File: src/hdl/etff_pkg.sv
// ----------------------------------------------------------------------------
// etff_pkg
// Shared types, constants and codes for the telemetry frame filter.
// ----------------------------------------------------------------------------
package etff_pkg;

   // Framing
   localparam logic [7:0] SYNC_BYTE   = 8'h9B;
   localparam int         FRAME_LEN   = 18;
   localparam int         COUNT_W     = 5;
   localparam int         FIRST_USED  = 3;
   localparam int         LAST_USED   = 16;

   // Frame checks
   localparam logic [15:0] LIMIT_DUTY  = 16'd1024;
   localparam logic [23:0] LIMIT_RPM   = 24'd200000;
   localparam logic [7:0]  NIBBLE_MASK = 8'hF0;

   // Filter arithmetic
   localparam int         ALPHA_W     = 9;
   localparam logic [8:0] ALPHA_MAX   = 9'd256;
   localparam logic [8:0] ALPHA_RESET = 9'd26;
   localparam int         ALPHA_SHIFT = 8;
   localparam int         FRAC_BITS   = 8;

   // Field widths
   localparam int RAW16_W   = 16;
   localparam int RAW_RPM_W = 24;
   localparam int AVG_DUTY_W = 19;
   localparam int AVG_RPM_W  = 26;
   localparam int AVG_ADC_W  = 20;

   // Queue between parser and filter
   localparam int QUEUE_DEPTH = 2;

   typedef struct packed {
      logic                 ok;
      logic [RAW16_W-1:0]   throttle;
      logic [RAW16_W-1:0]   pwm;
      logic [RAW_RPM_W-1:0] rpm;
      logic [RAW16_W-1:0]   voltage;
      logic [RAW16_W-1:0]   current;
      logic [RAW16_W-1:0]   temperature;
   } frame_type;

   typedef struct packed {
      logic full;
      logic empty;
   } queue_status_type;

   typedef struct packed {
      logic diff_en;
      logic mul_en;
      logic upd_en;
   } lane_ctrl_type;

   typedef enum logic [1:0] {
      BE_IDLE,
      BE_DIFF,
      BE_MUL,
      BE_UPD
   } back_state_type;

endpackage

File: src/hdl/etff_front.sv
// ----------------------------------------------------------------------------
// etff_front
// Byte parser: hunts for sync, collects a frame and checks its fields.
// ----------------------------------------------------------------------------
module etff_front
   import etff_pkg::*;
(
   input  logic       clock,
   input  logic       reset,
   input  logic       byte_accept,
   input  logic [7:0] rx_byte,
   output logic       push,
   output frame_type  frame
);

   logic [COUNT_W-1:0] byte_count_ff;
   logic [COUNT_W-1:0] byte_count_in;
   logic [7:0]         frame_ff [FIRST_USED:LAST_USED];
   logic               last_byte;

   assign last_byte = (byte_count_ff == COUNT_W'(FRAME_LEN));
   assign push      = byte_accept && last_byte;

   always_comb begin
      byte_count_in = byte_count_ff;
      if (byte_accept) begin
         if (byte_count_ff == '0) begin
            byte_count_in = (rx_byte == SYNC_BYTE) ? COUNT_W'(1) : '0;
         end else if (byte_count_ff < COUNT_W'(FRAME_LEN)) begin
            byte_count_in = byte_count_ff + COUNT_W'(1);
         end else begin
            byte_count_in = '0;
         end
      end
   end

   always_ff @(posedge clock) begin
      if (reset) begin
         byte_count_ff <= '0;
      end else begin
         byte_count_ff <= byte_count_in;
      end
   end

   // Keep only the frame bytes that carry fields
   always_ff @(posedge clock) begin
      for (int i = FIRST_USED; i <= LAST_USED; i++) begin
         if (byte_accept && byte_count_ff == COUNT_W'(i + 1)) begin
            frame_ff[i] <= rx_byte;
         end
      end
   end

   always_comb begin
      frame.throttle    = {frame_ff[3], frame_ff[4]};
      frame.pwm         = {frame_ff[5], frame_ff[6]};
      frame.rpm         = {frame_ff[7], frame_ff[8], frame_ff[9]};
      frame.voltage     = {frame_ff[10], frame_ff[11]};
      frame.current     = {frame_ff[12], frame_ff[13]};
      frame.temperature = {frame_ff[14], frame_ff[15]};
      frame.ok = !((frame.throttle > LIMIT_DUTY) || (frame.pwm > LIMIT_DUTY) ||
                   (frame.rpm > LIMIT_RPM) ||
                   ((frame_ff[10] & NIBBLE_MASK) != '0) ||
                   ((frame_ff[12] & NIBBLE_MASK) != '0) ||
                   ((frame_ff[14] & NIBBLE_MASK) != '0) ||
                   ((frame_ff[16] & NIBBLE_MASK) != '0));
   end

endmodule

File: src/hdl/etff_queue.sv
// ----------------------------------------------------------------------------
// etff_queue
// Short register queue of parsed frames between parser and filter.
// ----------------------------------------------------------------------------
module etff_queue
   import etff_pkg::*;
#(
   parameter int DEPTH = QUEUE_DEPTH
)
(
   input  logic             clock,
   input  logic             reset,
   input  logic             push,
   input  frame_type        push_frame,
   input  logic             pop,
   output frame_type        head,
   output queue_status_type status
);

   localparam int PTR_W = $clog2(DEPTH);
   localparam int CNT_W = $clog2(DEPTH + 1);

   frame_type         slot_ff [DEPTH];
   logic [PTR_W-1:0]  wr_ptr_ff;
   logic [PTR_W-1:0]  rd_ptr_ff;
   logic [CNT_W-1:0]  count_ff;

   assign head         = slot_ff[rd_ptr_ff];
   assign status.full  = (count_ff == CNT_W'(DEPTH));
   assign status.empty = (count_ff == '0);

   always_ff @(posedge clock) begin
      if (push) begin
         slot_ff[wr_ptr_ff] <= push_frame;
      end
   end

   always_ff @(posedge clock) begin
      if (reset) begin
         wr_ptr_ff <= '0;
         rd_ptr_ff <= '0;
         count_ff  <= '0;
      end else begin
         if (push) begin
            wr_ptr_ff <= (wr_ptr_ff == PTR_W'(DEPTH - 1)) ? '0 : wr_ptr_ff + PTR_W'(1);
         end
         if (pop) begin
            rd_ptr_ff <= (rd_ptr_ff == PTR_W'(DEPTH - 1)) ? '0 : rd_ptr_ff + PTR_W'(1);
         end
         if (push && !pop) begin
            count_ff <= count_ff + CNT_W'(1);
         end else if (pop && !push) begin
            count_ff <= count_ff - CNT_W'(1);
         end
      end
   end

endmodule

File: src/hdl/etff_ema_lane.sv
// ----------------------------------------------------------------------------
// etff_ema_lane
// One moving average: difference, multiply by alpha, then add and clamp.
// ----------------------------------------------------------------------------
module etff_ema_lane
   import etff_pkg::*;
#(
   parameter int RAW_W = RAW16_W,
   parameter int AVG_W = AVG_ADC_W
)
(
   input  logic               clock,
   input  logic               reset,
   input  lane_ctrl_type      ctrl,
   input  logic [ALPHA_W-1:0] alpha,
   input  logic [RAW_W-1:0]   raw,
   output logic [AVG_W-1:0]   avg,
   output logic [AVG_W-1:0]   avg_next
);

   localparam int TGT_W  = RAW_W + FRAC_BITS;
   localparam int MAG_W  = (TGT_W > AVG_W) ? TGT_W : AVG_W;
   localparam int DIFF_W = MAG_W + 1;
   localparam int PROD_W = DIFF_W + ALPHA_W + 1;

   logic        [AVG_W-1:0]  filt_ff;
   logic signed [DIFF_W-1:0] diff_ff;
   logic signed [PROD_W-1:0] prod_ff;
   logic signed [PROD_W-1:0] step_w;
   logic signed [PROD_W-1:0] sum_w;
   logic        [DIFF_W-1:0] tgt_ext;
   logic        [DIFF_W-1:0] filt_ext;

   assign avg      = filt_ff;
   assign tgt_ext  = {{(DIFF_W - TGT_W){1'b0}}, raw, {FRAC_BITS{1'b0}}};
   assign filt_ext = {{(DIFF_W - AVG_W){1'b0}}, filt_ff};

   // Floor division by 256 is an arithmetic shift
   assign step_w = prod_ff >>> ALPHA_SHIFT;
   assign sum_w  = $signed({{(PROD_W - AVG_W){1'b0}}, filt_ff}) + step_w;

   always_comb begin
      if (sum_w[PROD_W-1]) begin
         avg_next = '0;
      end else if (|sum_w[PROD_W-2:AVG_W]) begin
         avg_next = '1;
      end else begin
         avg_next = sum_w[AVG_W-1:0];
      end
   end

   always_ff @(posedge clock) begin
      if (ctrl.diff_en) begin
         diff_ff <= $signed(tgt_ext) - $signed(filt_ext);
      end
      if (ctrl.mul_en) begin
         prod_ff <= $signed({1'b0, alpha}) * diff_ff;
      end
   end

   always_ff @(posedge clock) begin
      if (reset) begin
         filt_ff <= '0;
      end else if (ctrl.upd_en) begin
         filt_ff <= avg_next;
      end
   end

endmodule

File: src/hdl/etff_back.sv
// ----------------------------------------------------------------------------
// etff_back
// Filter sequencer: takes a parsed frame, updates six averages if it passed, emits result.
// ----------------------------------------------------------------------------
module etff_back
   import etff_pkg::*;
(
   input  logic                  clock,
   input  logic                  reset,
   input  logic [ALPHA_W-1:0]    alpha,
   input  queue_status_type      q_status,
   input  frame_type             head,
   output logic                  pop,
   output logic                  rsp_valid,
   input  logic                  rsp_stall,
   output logic                  rsp_frame_ok,
   output logic [AVG_DUTY_W-1:0] rsp_avg_throttle,
   output logic [AVG_DUTY_W-1:0] rsp_avg_pwm,
   output logic [AVG_RPM_W-1:0]  rsp_avg_rpm,
   output logic [AVG_ADC_W-1:0]  rsp_avg_voltage,
   output logic [AVG_ADC_W-1:0]  rsp_avg_current,
   output logic [AVG_ADC_W-1:0]  rsp_avg_temperature
);

   back_state_type state_ff;
   back_state_type state_in;
   frame_type      cur_ff;
   lane_ctrl_type  ctrl;
   logic           out_free;
   logic           load_out;
   logic           rsp_valid_ff;
   logic           rsp_valid_in;

   logic                  rsp_frame_ok_ff;
   logic [AVG_DUTY_W-1:0] rsp_thr_ff,  avg_thr,  nxt_thr;
   logic [AVG_DUTY_W-1:0] rsp_pwm_ff,  avg_pwm,  nxt_pwm;
   logic [AVG_RPM_W-1:0]  rsp_rpm_ff,  avg_rpm,  nxt_rpm;
   logic [AVG_ADC_W-1:0]  rsp_volt_ff, avg_volt, nxt_volt;
   logic [AVG_ADC_W-1:0]  rsp_curr_ff, avg_curr, nxt_curr;
   logic [AVG_ADC_W-1:0]  rsp_temp_ff, avg_temp, nxt_temp;

   assign out_free = !rsp_valid_ff || !rsp_stall;

   always_comb begin
      state_in     = state_ff;
      pop          = 1'b0;
      load_out     = 1'b0;
      ctrl         = '0;
      unique case (state_ff)
         BE_IDLE: begin
            if (!q_status.empty) begin
               pop      = 1'b1;
               state_in = BE_DIFF;
            end
         end
         BE_DIFF: begin
            ctrl.diff_en = 1'b1;
            state_in     = BE_MUL;
         end
         BE_MUL: begin
            ctrl.mul_en = 1'b1;
            state_in    = BE_UPD;
         end
         BE_UPD: begin
            if (out_free) begin
               load_out    = 1'b1;
               ctrl.upd_en = cur_ff.ok;
               state_in    = BE_IDLE;
            end
         end
         default: state_in = BE_IDLE;
      endcase
   end

   always_comb begin
      rsp_valid_in = rsp_valid_ff;
      if (load_out) begin
         rsp_valid_in = 1'b1;
      end else if (rsp_valid_ff && !rsp_stall) begin
         rsp_valid_in = 1'b0;
      end
   end

   always_ff @(posedge clock) begin
      if (reset) begin
         state_ff     <= BE_IDLE;
         rsp_valid_ff <= 1'b0;
      end else begin
         state_ff     <= state_in;
         rsp_valid_ff <= rsp_valid_in;
      end
   end

   always_ff @(posedge clock) begin
      if (pop) begin
         cur_ff <= head;
      end
   end

   etff_ema_lane #(.RAW_W(RAW16_W), .AVG_W(AVG_DUTY_W)) u_lane_thr (
      .clock(clock), .reset(reset), .ctrl(ctrl), .alpha(alpha),
      .raw(cur_ff.throttle), .avg(avg_thr), .avg_next(nxt_thr));

   etff_ema_lane #(.RAW_W(RAW16_W), .AVG_W(AVG_DUTY_W)) u_lane_pwm (
      .clock(clock), .reset(reset), .ctrl(ctrl), .alpha(alpha),
      .raw(cur_ff.pwm), .avg(avg_pwm), .avg_next(nxt_pwm));

   etff_ema_lane #(.RAW_W(RAW_RPM_W), .AVG_W(AVG_RPM_W)) u_lane_rpm (
      .clock(clock), .reset(reset), .ctrl(ctrl), .alpha(alpha),
      .raw(cur_ff.rpm), .avg(avg_rpm), .avg_next(nxt_rpm));

   etff_ema_lane #(.RAW_W(RAW16_W), .AVG_W(AVG_ADC_W)) u_lane_volt (
      .clock(clock), .reset(reset), .ctrl(ctrl), .alpha(alpha),
      .raw(cur_ff.voltage), .avg(avg_volt), .avg_next(nxt_volt));

   etff_ema_lane #(.RAW_W(RAW16_W), .AVG_W(AVG_ADC_W)) u_lane_curr (
      .clock(clock), .reset(reset), .ctrl(ctrl), .alpha(alpha),
      .raw(cur_ff.current), .avg(avg_curr), .avg_next(nxt_curr));

   etff_ema_lane #(.RAW_W(RAW16_W), .AVG_W(AVG_ADC_W)) u_lane_temp (
      .clock(clock), .reset(reset), .ctrl(ctrl), .alpha(alpha),
      .raw(cur_ff.temperature), .avg(avg_temp), .avg_next(nxt_temp));

   // Report updated averages for a good frame, held ones for a bad one
   always_ff @(posedge clock) begin
      if (load_out) begin
         rsp_frame_ok_ff <= cur_ff.ok;
         rsp_thr_ff      <= cur_ff.ok ? nxt_thr  : avg_thr;
         rsp_pwm_ff      <= cur_ff.ok ? nxt_pwm  : avg_pwm;
         rsp_rpm_ff      <= cur_ff.ok ? nxt_rpm  : avg_rpm;
         rsp_volt_ff     <= cur_ff.ok ? nxt_volt : avg_volt;
         rsp_curr_ff     <= cur_ff.ok ? nxt_curr : avg_curr;
         rsp_temp_ff     <= cur_ff.ok ? nxt_temp : avg_temp;
      end
   end

   assign rsp_valid           = rsp_valid_ff;
   assign rsp_frame_ok        = rsp_frame_ok_ff;
   assign rsp_avg_throttle    = rsp_thr_ff;
   assign rsp_avg_pwm         = rsp_pwm_ff;
   assign rsp_avg_rpm         = rsp_rpm_ff;
   assign rsp_avg_voltage     = rsp_volt_ff;
   assign rsp_avg_current     = rsp_curr_ff;
   assign rsp_avg_temperature = rsp_temp_ff;

endmodule

File: src/hdl/esc_telemetry_frame_filter_core.sv
// ----------------------------------------------------------------------------
// esc_telemetry_frame_filter_core
// Telemetry frame parser with six exponential moving averages.
// ----------------------------------------------------------------------------
// Feed one received UART byte per item on req_. Bytes are dropped until the
// sync byte 0x9B; the next 18 bytes form a frame, and one result item leaves
// on rsp_ per frame. A frame passes when throttle and pwm are at most 1024,
// rpm at most 200000 and the high nibble of bytes 10, 12, 14 and 16 is clear;
// a passing frame updates the averages, a failing one reports them unchanged
// with frame_ok low. Averages carry 8 fraction bits and follow
// f += floor(alpha * (raw * 256 - f) / 256), clamped to the field width.
// Rate: one byte per cycle while the frame queue is not full. A completed
// frame enters a two-entry queue, and the filter sequencer takes it through
// pop, difference, multiply, then add and clamp, and registers its result
// once the output is free. Frames are at least 19 bytes apart, so the
// sequencer keeps up unless rsp_stall holds the output. Write alpha
// through csr_ only while no frame is in flight; values above 256 act as 256.
// ----------------------------------------------------------------------------
module esc_telemetry_frame_filter_core
   import etff_pkg::*;
#(
   parameter int QUEUE_DEPTH_P = QUEUE_DEPTH
)
(
   input  logic                  clock,
   input  logic                  reset,

   input  logic                  req_valid,
   output logic                  req_stall,
   input  logic [7:0]            req_rx_byte,

   output logic                  rsp_valid,
   input  logic                  rsp_stall,
   output logic                  rsp_frame_ok,
   output logic [AVG_DUTY_W-1:0] rsp_avg_throttle,
   output logic [AVG_DUTY_W-1:0] rsp_avg_pwm,
   output logic [AVG_RPM_W-1:0]  rsp_avg_rpm,
   output logic [AVG_ADC_W-1:0]  rsp_avg_voltage,
   output logic [AVG_ADC_W-1:0]  rsp_avg_current,
   output logic [AVG_ADC_W-1:0]  rsp_avg_temperature,

   input  logic                  csr_wr_en,
   input  logic [ALPHA_W-1:0]    csr_wr_data
);

   logic [ALPHA_W-1:0] alpha_ff;
   logic [ALPHA_W-1:0] alpha_sat;
   logic               byte_accept;
   logic               q_push;
   logic               q_pop;
   frame_type          front_frame;
   frame_type          q_head;
   queue_status_type   q_status;

   // Hold alpha; the user must change it only while the block is idle, the block does not enforce this
   always_ff @(posedge clock) begin
      if (reset) begin
         alpha_ff <= ALPHA_RESET;
      end else if (csr_wr_en) begin
         alpha_ff <= csr_wr_data;
      end
   end

   // Saturate alpha at 256, meaning no smoothing
   assign alpha_sat = (alpha_ff > ALPHA_MAX) ? ALPHA_MAX : alpha_ff;

   // Stall the byte stream only while the frame queue is full
   assign req_stall   = q_status.full;
   assign byte_accept = req_valid && !req_stall;

   etff_front u_front (
      .clock       (clock),
      .reset       (reset),
      .byte_accept (byte_accept),
      .rx_byte     (req_rx_byte),
      .push        (q_push),
      .frame       (front_frame)
   );

   etff_queue #(.DEPTH(QUEUE_DEPTH_P)) u_queue (
      .clock      (clock),
      .reset      (reset),
      .push       (q_push),
      .push_frame (front_frame),
      .pop        (q_pop),
      .head       (q_head),
      .status     (q_status)
   );

   etff_back u_back (
      .clock               (clock),
      .reset               (reset),
      .alpha               (alpha_sat),
      .q_status            (q_status),
      .head                (q_head),
      .pop                 (q_pop),
      .rsp_valid           (rsp_valid),
      .rsp_stall           (rsp_stall),
      .rsp_frame_ok        (rsp_frame_ok),
      .rsp_avg_throttle    (rsp_avg_throttle),
      .rsp_avg_pwm         (rsp_avg_pwm),
      .rsp_avg_rpm         (rsp_avg_rpm),
      .rsp_avg_voltage     (rsp_avg_voltage),
      .rsp_avg_current     (rsp_avg_current),
      .rsp_avg_temperature (rsp_avg_temperature)
   );

   // A completed frame never lands in a full queue
   a_push_not_full: assert property (@(posedge clock) disable iff (reset)
      q_push |-> !q_status.full)
      else $error("frame pushed into full queue");

   // The filter only takes a frame that is there
   a_pop_not_empty: assert property (@(posedge clock) disable iff (reset)
      q_pop |-> !q_status.empty)
      else $error("frame popped from empty queue");

   // Queue occupancy stays consistent
   a_queue_status: assert property (@(posedge clock) disable iff (reset)
      !(q_status.full && q_status.empty))
      else $error("queue reports full and empty at once");

endmodule

File: config.mk
export PLATFORM = sky130hd
export DESIGN_NAME = esc_telemetry_frame_filter_core
export DESIGN_NICKNAME = d
export VERILOG_FILES = /design/src/hdl/etff_pkg.sv /design/src/hdl/etff_front.sv /design/src/hdl/etff_queue.sv /design/src/hdl/etff_ema_lane.sv /design/src/hdl/etff_back.sv /design/src/hdl/esc_telemetry_frame_filter_core.sv
export SDC_FILE = /design/constraint.sdc
export NUM_CORES = 2
export LEC_CHECK = 0
export BUFFER_PORTS_ARGS = -buffer_cell sky130_fd_sc_hd__buf_2
export CORE_MARGIN = 5
export CORE_UTILIZATION = 65
export CTS_CLUSTER_DIAMETER = 100
export CTS_CLUSTER_SIZE = 30
export DETAILED_ROUTE_END_ITERATION = 6
export PLACE_DENSITY = 0.86
export SYNTH_ARGS = -nofsm -noshare
export SYNTH_HDL_FRONTEND = slang
export SYNTH_SLANG_ARGS = --single-unit
File: constraint.sdc
create_clock -name clock -period 9.2 [get_ports clock]
set_input_delay 0.46 -clock clock [delete_from_list [all_inputs] [get_ports clock]]
set_output_delay 0.46 -clock clock [all_outputs]
set_load 0.05 [all_outputs]
# Word level (Yosys, flattened, before mapping)
# Memories as Yosys holds them, arrays and structs flattened. A register that Yosys moved wholly into a read port is not among the register bits.
# Cells that the tools add are included.
[totals]
reg_bits = 646
mem_bits_rw = 322
inputBits = 22
word_cells = 253
mem_count = 2
[memory_table]
columns = ["memory", "depth", "width", "read_ports", "rd_ports_with_merged_regs", "wr", "line", "source"]
rows = [
  ["u_queue.slot_ff", 2, 105, 1, 1, 1, "etff_queue.sv:23", "frame_type slot_ff [DEPTH];"],
  ["u_front.frame_ff", 14, 8, 14, 0, 1, "etff_front.sv:18", "logic [7:0] frame_ff [FIRST_USED:LAST_USED];"],
]
[op_classes]
add_sub_neg = 17
n_mul = 6
order_cmp = 5
eq_ne = 22
mux = 108
reduce_logical = 61
[op_table]
columns = ["cell", "count"]
rows = [
  ["2-to-1 mux 20 bit", 9],
  ["multiplier 10 x 25 -> 35 bit", 5],
  ["2-to-1 mux 19 bit", 6],
  ["2-to-1 mux 8 bit", 13],
  ["OR reduction 8 bit", 13],
  ["adder 21 x 27 -> 28 bit", 3],
  ["2-to-1 mux 26 bit", 3],
  ["2-to-1 mux 5 bit", 15],
  ["subtractor 24 x 20 -> 25 bit", 3],
  ["adder 20 x 27 -> 28 bit", 2],
  ["2-to-1 mux 1 bit", 56],
  ["subtractor 24 x 19 -> 25 bit", 2],
  ["multiplier 10 x 33 -> 43 bit", 1],
  ["OR reduction 14 bit", 3],
  ["== test 5 x 4 -> 1 bit, second input constant", 8],
  ["adder 27 x 35 -> 36 bit", 1],
  ["subtractor 32 x 26 -> 33 bit", 1],
  ["> comparator 16 x 11 -> 1 bit, second input constant", 2],
  ["nonzero test 8 bit", 4],
  ["OR reduction 15 bit", 2],
  ["> comparator 24 x 18 -> 1 bit, second input constant", 1],
  ["== test 5 x 3 -> 1 bit, second input constant", 4],
  ["logical AND 1 bit", 19],
  ["OR reduction 16 bit", 1],
  ["21 further kinds", 42],
]

# Longest topological paths before layout
[logic_depth]
depth_word = 20
ltp_mapped = 28
mapped_depth_nobuf = 24

# By module
# From an unflattened synthesis, not the netlist that was laid out.
[hier_totals]
cells_unflattened = 9153
hier_area_um2 = 96447.5
[by_module_without_submodules]
columns = ["module", "instances", "cells_per_inst", "area_each_um2", "seq_area_each_um2"]
rows = [
  ["etff_ema_lane (u_back.u_lane_rpm)", 1, 1672, 15546.2, 2562.5],
  ["etff_ema_lane (u_back.u_lane_temp)", 1, 1304, 11972.7, 1961.9],
  ["etff_ema_lane (u_back.u_lane_pwm)", 1, 1294, 11877.6, 1941.9],
  ["etff_ema_lane (u_back.u_lane_volt)", 1, 1283, 11832.6, 1961.9],
  ["etff_ema_lane (u_back.u_lane_curr)", 1, 1291, 11731.3, 1961.9],
  ["etff_ema_lane (u_back.u_lane_thr)", 1, 1225, 11542.3, 1941.9],
  ["etff_back", 1, 390, 8814.7, 6966.7],
  ["etff_queue", 1, 349, 8032.7, 6406.1],
  ["etff_front", 1, 306, 4705.8, 3343.2],
  ["esc_telemetry_frame_filter_core", 1, 39, 391.6, 180.2],
]

# Worst setup path after synthesis
# Ideal clock, no wire load.
[synth_path]
path_kind = "register to register"
startpoint = "register alpha_ff[8]"
endpoint = "register u_back.u_lane_pwm.prod_ff[34] (data pin)"
setup_ns = 0.260
arrival_time_ns = 6.463
t_required_ns = 8.940
slack_ns = 2.477
stages_incl_launch_ff = 26
path_buffers = 3
path_cell_list = "dfxtp_1 -> clkbuf_1 -> nor2b_1 -> clkbuf_1 -> clkbuf_1 -> nand2_1 -> fa_1 -> inv_1 -> fa_1 -> fa_1 -> fa_1 -> inv_1 -> fa_1 -> inv_1 -> ha_1 -> o21ai_0 -> a21oi_1 -> a221o_1 -> a22o_1 -> a41o_1 -> a211oi_2 -> a31oi_1 -> a41oi_2 -> a21oi_1 -> a21oi_1 -> xnor2_1"
[synth_between]
elab_chain_len = 3
[synth_rtl]
columns = ["element", "line", "source"]
rows = [
  ["start, declared", "esc_telemetry_frame_filter_core.sv:46", "logic [ALPHA_W-1:0] alpha_ff;"],
  ["start signal, assigned", "esc_telemetry_frame_filter_core.sv:60", "alpha_ff <= csr_wr_data;"],
  ["> comparator 9 bit", "esc_telemetry_frame_filter_core.sv:65", "assign alpha_sat = (alpha_ff > ALPHA_MAX) ? ALPHA_MAX : alpha_ff;"],
  ["2-to-1 mux 9 bit (*)", "esc_telemetry_frame_filter_core.sv:65", ""],
  ["multiplier 10 x 25 -> 35 bit (*)", "etff_ema_lane.sv:57", "prod_ff <= $signed({1'b0, alpha}) * diff_ff;"],
  ["end signal, assigned", "etff_ema_lane.sv:57", ""],
  ["end, declared", "etff_ema_lane.sv:28", "logic signed [PROD_W-1:0] prod_ff;"],
]
# Every way passes the cells marked *; elsewhere a longest branch is shown, timed or not.
# A chain may end at the register's enable or synchronous reset.

# Worst setup path in the final report
[layout_path]
startpoint = "register alpha_ff[8]"
endpoint = "register u_back.u_lane_volt.prod_ff[34] (data pin)"
[layout_between]
elab_chain_len = 3
[layout_rtl]
columns = ["element", "line"]
rows = [
  ["> comparator 9 bit", "esc_telemetry_frame_filter_core.sv:65"],
  ["2-to-1 mux 9 bit (*)", "esc_telemetry_frame_filter_core.sv:65"],
  ["multiplier 10 x 25 -> 35 bit (*)", "etff_ema_lane.sv:57"],
  ["end signal, assigned", "etff_ema_lane.sv:57"],
  ["end, declared", "etff_ema_lane.sv:28"],
]
# Marked as above.

==> impl_metrics.json <==
{
  "grt_pass1_wl_um": 353000,
  "antenna_found_initial": 10,
  "worstSetupEndpointType": "register",
  "cpLargestDelayFamily": "adder cells",
  "status": "finished with violations",
  "post-route-period-util_pct": 84.9,
  "grt_pass1_vias": 68714,
  "clk_latency_ns": 0.74,
  "hold_path_class": "in -> reg",
  "ys_types": 96,
  "place_congestion": 0.918,
  "timing.setup.tns_ns": 0,
  "synth-edff-count": 876,
  "fmax_mhz": 128,
  "cts.sinks": 1021,
  "critical-path-max-stage-delay_ns": 0.66,
  "period_needed_ns": 7.81,
  "grt_overflow": 0,
  "wl_um": 216000,
  "crit_type": "reg -> reg",
  "yosys_warnings": 0,
  "coreArea_um2": 143000,
  "synth_cells": 8998,
  "grt_max_degree": 89,
  "die_area_um2": 151000,
  "path_buf_inv": 4,
  "crit_chain": "nor2b_4 -> buf_12 -> nand2_1 -> fa_1 -> inv_1 -> fa_1 -> fa_1 -> fa_1 -> inv_1 -> fa_1 -> inv_1 -> ha_1 -> a211oi_1 -> o21a_1 -> o21ai_0 -> a311oi_2 -> o21ba_2 -> a21boi_2 -> o221a_2 -> a311oi_1 -> o21ai_1 -> a21oi_1 -> xnor2_1",
  "cts_buffers": 51,
  "die_height_um": 389,
  "clkSlewWorstSetupHoldPaths_ns": 0.11,
  "crit_arrival_ns": 8.25,
  "htree_levels": 2,
  "first_pass_iters": 7,
  "ys_seq_area_share_pct": 31.3,
  "synth-seq-cells": 1021,
  "grt_setup_unrepaired": "false",
  "drt_iter0_markers": 4820,
  "finalSetupViolCount": 0,
  "start_kind": "register",
  "syn-num-nets": 10856,
  "drv_cap": 0,
  "fin_nets": 10760,
  "path_max_fanout": 84,
  "worstMarginPinSlew_ns": 1.25,
  "clockBufferDepth": 3,
  "met2_length_um": 107000,
  "synth_area_um2": 93300,
  "hold_viol": 0,
  "fin_skew_ns": 0.0458,
  "portBuffers": 148,
  "rows": 139,
  "io_pins": 149,
  "vias_per_cell": 5.95,
  "area_growth_syn_to_layout_pct": 4.66,
  "drv_slew": 0,
  "synth_top_area_cell": "edfxtp_1",
  "yosys.area.top_type_share_pct": 28.2,
  "dp_hpwl_um": 163000,
  "drc": 1,
  "die_x_um": 389,
  "post_cts_buffers": 0,
  "post_drt_wl_per_cell_um": 19.9,
  "initial_core_util_pct": 65.2,
  "synthFlopType": "edfxtp_1",
  "synthArstFlopShare_pct": 0,
  "violations": "design-rule violations",
  "routed-via-count": 64516,
  "crit_top_cell": "fa_1",
  "track_usage_pct": 28.8,
  "met1Wirelength_um": 81500,
  "synth.area.top_cells": "edfxtp_1 28%, fa_1 25%, ha_1 9.0%, inv_1 6.0%, and2_1 4.5%",
  "cts_root_buf": "clkbuf_16",
  "highest_layer": "met5",
  "drive_gt1_share_pct": 5.50,
  "slowest_stage": "nor2b_4",
  "ant_nets": 0,
  "cp.required_ns": 9.64,
  "worst_slew_margin_rel_pct": 16.6,
  "dr_wl_met3_um": 16200,
  "cts_tree": "yes",
  "avgSynthCellArea_um2": 10.4
}
==> area by class of cell <==
class	count	area [µm²]
multi-input cells	6134	57300
clock buffers	72	1400
inverters	1481	5560
well taps	1903	2380
flip-flops and latches	1021	29200
fillers	9992	45500
clock inverters	24	464
diodes	3	7.51
repair buffers	213	1360
==> cells by family (layout without fill, tap and decap cells) <==
logic type / count (synthesis) / count (layout) / synth area share, %
mux: 124 / 124 / 1.47
flops: 1021 / 1021 / 31.3
buf+inv: 1843 / 1790 / 7.46
fa+ha+maj: 1836 / 1836 / 34.0
simple gates: 2571 / 2571 / 13.6
other cells: 0 / 3 / 0
xor+xnor: 408 / 408 / 3.83
compound gates: 1195 / 1195 / 8.35
==> metal layers <==
metal  GRT usage (%)  vias up
li1                -    29068
met1            36.1    32132
met2            49.6     2708
met3            4.44      602
met4            13.1        6
met5               0        -
==> layout by cell type (no fill, tap or decap), types with 25 or more instances in the layout <==
master     synthesis  layout
a31oi_1           76      76
a211oi_1          29      29
ha_1             670     668
xnor2_1          268     268
nor2b_1           75      67
a21oi_1          296     296
buf_4              3      48
nor3_1           117     116
nand4_1           38      38
o21ai_0          241     241
a311oi_1          34      34
dfxtp_1          145     143
a21o_1           140     140
buf_2              5     148
inv_1           1480    1479
o21a_1            86      86
xor2_1           140     140
nor2_1           319     316
or3_1             37      37
o22ai_1           25      25
o21bai_1          27      27
fa_1            1166    1166
nor4_1            40      40
edfxtp_1         876     876
mux2_2           106     106
o21ai_1           41      41
and3_1            45      43
and2_1           664     663
nand2b_1          40      40
nand3_1           64      64
nand2_1         1021    1021
clkbuf_16          0      53
==> flip-flops by register name (all words and copies together), names as in the netlist, 26 cells and up <==
| register | cells |
|---|---|
| u_back.u_lane_thr.prod_ff | 27 |
| u_front.frame_ff | 108 |
| u_back.u_lane_rpm.diff_ff | 33 |
| u_queue.slot_ff | 210 |
| u_back.u_lane_rpm.prod_ff | 35 |
| u_back.rsp_avg_rpm | 26 |
| u_back.u_lane_volt.prod_ff | 27 |
| u_back.u_lane_temp.prod_ff | 27 |
| u_back.u_lane_pwm.prod_ff | 27 |
| u_back.u_lane_curr.prod_ff | 27 |
| u_back.u_lane_rpm.avg | 26 |
| u_back.cur_ff | 105 |
==> through the flow <==
step / cell area (µm²) / setup WS [ns] / utilization [%] / hold WS, ns / cells
final: 97600 / 1.39 / 68.2 / 0.0487 / 10851
after global routing: 97600 / 1.01 / 68.2 / 0.0518 / 10850
after CTS: 97600 / 1.45 / 68.2 / 0.0125 / 10848
after detailed placement: 95700 / 1.51 / 66.9 / 0.431 / 10744
after global placement: 95700 / 1.62 / 66.9 / 0.422 / 10744
after floorplan: 93300 / 2.48 / - / 0.421 / 8998
==> synthesized netlist by cell type, drive strengths merged, types with 15 or more instances <==
| master | instances |
|---|---|
| inv | 1480 |
| fa | 1166 |
| nand2 | 1021 |
| edfxtp | 876 |
| ha | 670 |
| and2 | 664 |
| nor2 | 340 |
| a21oi | 297 |
| o21ai | 282 |
| xnor2 | 268 |
| clkbuf | 256 |
| dfxtp | 145 |
| a21o | 140 |
| xor2 | 140 |
| nor3 | 121 |
| buf | 106 |
| mux2 | 106 |
| o21a | 86 |
| a31oi | 76 |
| nor2b | 75 |
| nand3 | 64 |
| and3 | 45 |
| nor4 | 41 |
| nand2b | 40 |
| nand4 | 39 |
| or3 | 37 |
| a311oi | 36 |
| a211oi | 31 |
| o21bai | 27 |
| o22ai | 25 |
| or2 | 22 |
| a221o | 21 |
| mux2i | 18 |
| a211o | 17 |
| o31ai | 15 |
==> repair_timing <==
action | 4_1_cts | 5_1_grt
hold endpoints to repair | 8 | 0
resized for setup | 0 | 0
hold buffers | 8 | 0
==> path summary, 6_finish.rpt <==
path / depth (start not counted) / end / startpoint / slack [ns]
min: 3 / u_back.rsp_valid / rsp_stall / 0.05
max: 23 / u_back.u_lane_volt.prod_ff[34] / alpha_ff[8] / 1.39
max reg2reg: 23 / u_back.u_lane_volt.prod_ff[34] / alpha_ff[8] / 1.39
min reg2reg: 0 / u_queue.slot_ff[0][4] / u_front.frame_ff[0][124] / 0.42
==> worst min-delay path: stages <==
cell and delay (ns):
buf_2 0.12, a21oi_1 0.07, nor2_1 0.08
Power is left out: the tool's default activity adds up to more than one toggle a clock period on the data nets, which glitch-free logic cannot reach.
